[config.mk]
export PLATFORM = sky130hd
export DESIGN_NAME = lsa_ctrl
export DESIGN_NICKNAME = d
export VERILOG_FILES = /design/src/rtl/lsa_pkg.sv /design/src/rtl/lsa_ctrl.sv
export SDC_FILE = /design/constraint.sdc
export NUM_CORES = 1
export LEC_CHECK = 0
export BUFFER_PORTS_ARGS = -buffer_cell sky130_fd_sc_hd__buf_2
export CAP_MARGIN = 20
export CELL_PAD_IN_SITES_DETAIL_PLACEMENT = 1
export CELL_PAD_IN_SITES_GLOBAL_PLACEMENT = 1
export CORE_MARGIN = 4
export CORE_UTILIZATION = 27
export CTS_BUF_LIST = sky130_fd_sc_hd__clkbuf_4 sky130_fd_sc_hd__clkbuf_8 sky130_fd_sc_hd__clkbuf_16
export CTS_CLUSTER_DIAMETER = 120
export DETAILED_ROUTE_END_ITERATION = 8
export GPL_TIMING_DRIVEN = 0
export PLACE_DENSITY_LB_ADDON = 0.1
export SYNTH_ARGS = -nofsm -noshare
export SYNTH_HDL_FRONTEND = slang
export SYNTH_SLANG_ARGS = --single-unit
[constraint.sdc]
create_clock -name clk -period 1.4 [get_ports clk]
set_input_delay 0.14 -clock clk [delete_from_list [all_inputs] [get_ports clk]]
set_output_delay 0.14 -clock clk [all_outputs]
set_load 0.05 [all_outputs]
[src/rtl/lsa_pkg.sv]
`timescale 1ns / 1ps

package lsa_pkg;

	localparam int KEY_W     = 64;
	localparam int IDX_W     = 9;
	localparam int STATUS_W  = 2;
	localparam int CFG_IDX_W = 1;
	localparam int CFG_W     = 1;

	localparam logic OP_ALLOC   = 1'b0;
	localparam logic OP_RELEASE = 1'b1;

	localparam logic [STATUS_W-1:0] ST_DONE    = 2'd0;
	localparam logic [STATUS_W-1:0] ST_BUSY    = 2'd1;
	localparam logic [STATUS_W-1:0] ST_IGNORED = 2'd2;

	localparam logic [CFG_IDX_W-1:0] REG_MANUAL_EVICT = 1'd0;
	localparam logic [CFG_IDX_W-1:0] REG_REUSE_UNIQUE = 1'd1;

	typedef struct packed {
		logic                clear;
		logic                capture;
		logic                rd_links;
		logic                rd_key;
		logic                wr_key_new;
		logic                wr_key_zero;
		logic                wr_self;
		logic                wr_unlink;
		logic                wr_splice;
		logic                upd_move;
		logic                upd_evict;
		logic                load_res;
		logic [STATUS_W-1:0] res_status;
		logic                res_grant;
		logic                res_evicted;
	} lsa_cmd_t;

	typedef struct packed {
		logic clr_done;
		logic is_release;
		logic idx_ok;
		logic key_match;
		logic free_avail;
		logic lru_avail;
		logic manual_evict;
		logic unlink_needed;
		logic dst_nonempty;
		logic out_free;
	} lsa_sts_t;

endpackage

[src/rtl/lsa_ctrl.sv]
`timescale 1ns / 1ps

module lsa_ctrl (
	input  logic             clk,
	input  logic             arst_n,
	input  logic             in_valid,
	output logic             in_stall,
	input  lsa_pkg::lsa_sts_t sts,
	output lsa_pkg::lsa_cmd_t cmd
);
	import lsa_pkg::*;

	typedef enum logic [3:0] {
		S_CLEAR,
		S_IDLE,
		S_LOOK,
		S_CHECK,
		S_SELF,
		S_UNLINK,
		S_SPLICE,
		S_EVICT,
		S_RSP
	} state_t;

	state_t              state_q;
	logic [STATUS_W-1:0] res_status_q;
	logic                res_grant_q;
	logic                res_evicted_q;
	logic                accept;

	assign in_stall = (state_q != S_IDLE);
	assign accept   = in_valid && !in_stall;

	always_comb begin
		cmd             = '0;
		cmd.res_status  = res_status_q;
		cmd.res_grant   = res_grant_q;
		cmd.res_evicted = res_evicted_q;
		case (state_q)
			S_CLEAR: cmd.clear = 1'b1;
			S_IDLE: cmd.capture = accept;
			S_LOOK: begin
				if (sts.is_release) begin
					if (sts.idx_ok) begin
						cmd.rd_key   = 1'b1;
						cmd.rd_links = 1'b1;
					end
				end else if (sts.free_avail) begin
					cmd.rd_links   = 1'b1;
					cmd.wr_key_new = 1'b1;
				end else if (!sts.manual_evict && sts.lru_avail) begin
					cmd.rd_links = 1'b1;
					cmd.rd_key   = 1'b1;
				end
			end
			S_CHECK: begin
				if (sts.key_match) begin
					cmd.wr_key_zero = 1'b1;
					cmd.wr_self     = 1'b1;
				end
			end
			S_SELF: cmd.wr_self = 1'b1;
			S_UNLINK: cmd.wr_unlink = sts.unlink_needed;
			S_SPLICE: begin
				cmd.wr_splice = sts.dst_nonempty;
				cmd.upd_move  = 1'b1;
			end
			S_EVICT: begin
				cmd.upd_evict  = 1'b1;
				cmd.wr_key_new = 1'b1;
			end
			S_RSP: cmd.load_res = sts.out_free;
			default: ;
		endcase
	end

	always_ff @(posedge clk or negedge arst_n) begin
		if (!arst_n) begin
			state_q       <= S_CLEAR;
			res_status_q  <= ST_DONE;
			res_grant_q   <= 1'b0;
			res_evicted_q <= 1'b0;
		end else begin
			case (state_q)
				S_CLEAR: if (sts.clr_done) state_q <= S_IDLE;
				S_IDLE: if (accept) state_q <= S_LOOK;
				S_LOOK: begin
					if (sts.is_release) begin
						res_grant_q   <= 1'b0;
						res_evicted_q <= 1'b0;
						if (sts.idx_ok) begin
							state_q <= S_CHECK;
						end else begin
							res_status_q <= ST_IGNORED;
							state_q      <= S_RSP;
						end
					end else if (sts.free_avail) begin
						res_status_q  <= ST_DONE;
						res_grant_q   <= 1'b1;
						res_evicted_q <= 1'b0;
						state_q       <= S_SELF;
					end else if (sts.manual_evict || !sts.lru_avail) begin
						res_status_q  <= ST_BUSY;
						res_grant_q   <= 1'b0;
						res_evicted_q <= 1'b0;
						state_q       <= S_RSP;
					end else begin
						res_status_q  <= ST_DONE;
						res_grant_q   <= 1'b1;
						res_evicted_q <= 1'b1;
						state_q       <= S_EVICT;
					end
				end
				S_CHECK: begin
					if (sts.key_match) begin
						res_status_q <= ST_DONE;
						state_q      <= S_UNLINK;
					end else begin
						res_status_q <= ST_IGNORED;
						state_q      <= S_RSP;
					end
				end
				S_SELF: state_q <= S_UNLINK;
				S_UNLINK: state_q <= S_SPLICE;
				S_SPLICE: state_q <= S_RSP;
				S_EVICT: state_q <= S_RSP;
				S_RSP: if (sts.out_free) state_q <= S_IDLE;
				default: state_q <= S_IDLE;
			endcase
		end
	end

endmodule

==> summary.txt <==
Outcome
  • Status: complete, but fails checks
  • Failing checks: setup timing

Clock tree
  • CTS HTree Levels: 1
  • CTS Buffer Depth: 2
  • Worst skew pair latency: 260 ps
  • CTS buffer count: 3
  • Clk sinks: 8
  • Clock root buffer: clkbuf_4
  • CTS tree: built
  • Clk slew on worst S/H paths: 60 ps

Min path
  • Hold Path Class: in2reg

Logic synthesis
  • Most frequent cell after synthesis: nor2_1
  • Synth top cells by count: 10 x nor2_1, 8 x dfrtp_1, 6 x a21oi_1
  • Avg Cell Area, Syn: 8.33 um2
  • Cells after Synth: 73
  • Post-synth top area cell: dfrtp_1
  • Post-synth EDFFs: 0
  • Mapped cell area: 608 um2
  • Asr flop ratio synth: 100%
  • Register area share after synthesis: 32.9%
  • Most used DFF post-synth: dfrtp_1
  • Post-synth cell types: 33
  • Ys Warns: 0
  • Synth area leaders: dfrtp_1 33%, nor2_1 6.2%, a21oi_1 4.9%
  • Yosys top cell area share: 32.9%
  • Syn Nets: 86
  • Yosys reg bits: 8

Placement
  • Routability congestion estimate: 0.720
  • I/O Buffers: 28
  • DP HPWL: 1.47 mm

Pwr
  • VDD IR max: 1390 uV
  • PwrDens: 2250 nW/um2
  • P_leak: 0.000619 uW

Timing
  • Worst slew margin relative to its limit: 70.1%
  • Slew @ Worst Pin: 442 ps
  • Setup violators final: 21
  • Max frequency: 528 MHz
  • Tcrit/Tclk final: 135%
  • RSZ-0062 raised after global routing: true
  • Final Hold Fails: 0
  • Worst Skew: 0.539 ps
  • Final min period: 1890 ps
  • Max-slew violations: 0
  • Final worst slack: -495 ps
  • Setup TNS: -6860 ps
  • WHS: 66.6 ps

Global route
  • Number of global-route vias before repair: 834
  • First-pass GRT wire length: 4.31 mm
  • Grt ovf: 0
  • GR Util All Layers: 18.0%
  • Pin count of the biggest net entering global routing: 11
  • Initial antenna violation count: 0

Critical path
  • Worst setup SP type: flop
  • Crit end category: primary output
  • WP data required: 1260 ps
  • Critical path class: reg2out
  • Worst EP arrival: 1750 ps
  • Max FO, Critical Path: 4

Routing
  • Via count of the routed design: 778
  • Post-DRT Antenna Nets: 0
  • First-pass DRT Iterations: 4
  • DR DRC count: 0
  • Wire per inst: 18.8 um
  • Vias per Instance: 5.08
  • DRT Wirelength: 2.88 mm
  • DR iter-0 viols: 13

Final layout
  • Fin util: 65.7%
  • Total Nets Final: 141
  • Fillers: 235
  • Share of layout cells above drive strength 1: 71.4%
  • Antenna diodes: 0
  • Area added between synthesis and finish: 121%

Floorplan
  • Die width: 55.5 um
  • Die ar.: 3080 um2
  • I/O pin count: 30
  • Initial Utilization: 29.8%
  • Row cnt: 16
  • Core ar.: 2040 um2
  • Die H: 55.5 um

Job
  • Max_cap viols: 0
[worst max-delay path, stage by stage, from the launching register on]
cell and delay (ps):
dfrtp_1 380, or4b_4 570, buf_8 160, and2b_4 240
buf_8 140
[state kept, by name, summed over array words and instances, names as in the netlist]
| signal | count |
|---|---|
| res_evicted_q | 1 |
| res_grant_q | 1 |
| res_status_q | 2 |
| state_q | 4 |
[path summary, 6_finish.rpt]
| path | from | cells past startpoint | slack, ps | end |
|---|---|---|---|---|
| setup / recovery | state_q[3] | 4 | -490 | cmd[13] |
| hold / removal | sts[6] | 2 | 70 | res_status_q[1] |
| setup reg to reg | state_q[3] | 7 | -410 | res_status_q[0] |
| hold reg to reg | res_grant_q | 1 | 480 | res_grant_q |
| max in group asynchronous | arst_n | 2 | 970 | res_status_q[0] |
| min in group asynchronous | arst_n | 2 | 250 | res_evicted_q |
[cells by family (layout without fill, tap and decap cells)]
kind of cell    count (synthesis)  after routing  share of synthesized area [%]
mux                             3              3                           5.14
compound gates                 15             15                           16.3
simple gates                   37             37                           35.6
buf+inv                        10             63                           10.1
flops                           8              8                           32.9
[metal layers]
layer	vias to the layer above	global-route usage, %	wire length (um)
li1	366	-	-
met1	391	20.4	1180
met2	17	33.8	1570
met3	4	4.66	90
met4	0	3.13	44
met5	-	0	0
[report_power, final]
part           internal [uW]  switching, uW  total, uW
clock network           99.0           92.2        191
registers                336           58.9        395
logic                   1110           1320       2430
total                   1550           1470       3020
[stage by stage]
stage / instance area (um2) / power, uW / instances / setup WS (ps)
CTS: 1230 / 2720 / 146 / -463
finish: 1340 / 3020 / 153 / -495
detailed placement: 891 / 1950 / 128 / -339
global placement: 891 / 1930 / 128 / -328
global route: 1340 / 3180 / 153 / -534
floorplan: 717 / 1660 / 73 / -141
[area by class of cell]
cell class | count | area (um2) | area share, %
Multi-Input combinational cell | 55 | 523 | 39.0
Timing Repair Buffer | 50 | 465 | 34.7
Sequential cell | 8 | 200 | 14.9
Buffer | 8 | 88.8 | 6.62
Tap cell | 27 | 33.8 | 2.52
Clock buffer | 3 | 22.5 | 1.68
Inverter | 2 | 7.51 | 0.560
[timing repair]
item,CTS,global route
hold buffers,1,0
endpoints found under the hold margin,8,0
buffers inserted,14,8
gates resized for setup,50,14
setup endpoints to repair,20,21
pin swaps,9,8
[cell usage in the layout, fill, tap and decap left out, types with 2 or more instances in the layout]
master / instances
dfrtp_1: 8
a21o_2: 2
a21oi_1: 4
buf_8: 10
buf_6: 14
nor2_4: 5
nand2b_4: 2
nor3_1: 3
buf_2: 15
nor2_1: 4
buf_4: 14
or2b_1: 2
nor4_4: 2
clkbuf_4: 4
and2_4: 3
or3_4: 2
mux2i_1: 2
nand2_2: 2
inv_1: 2
Power figures use the tool's default switching activity.
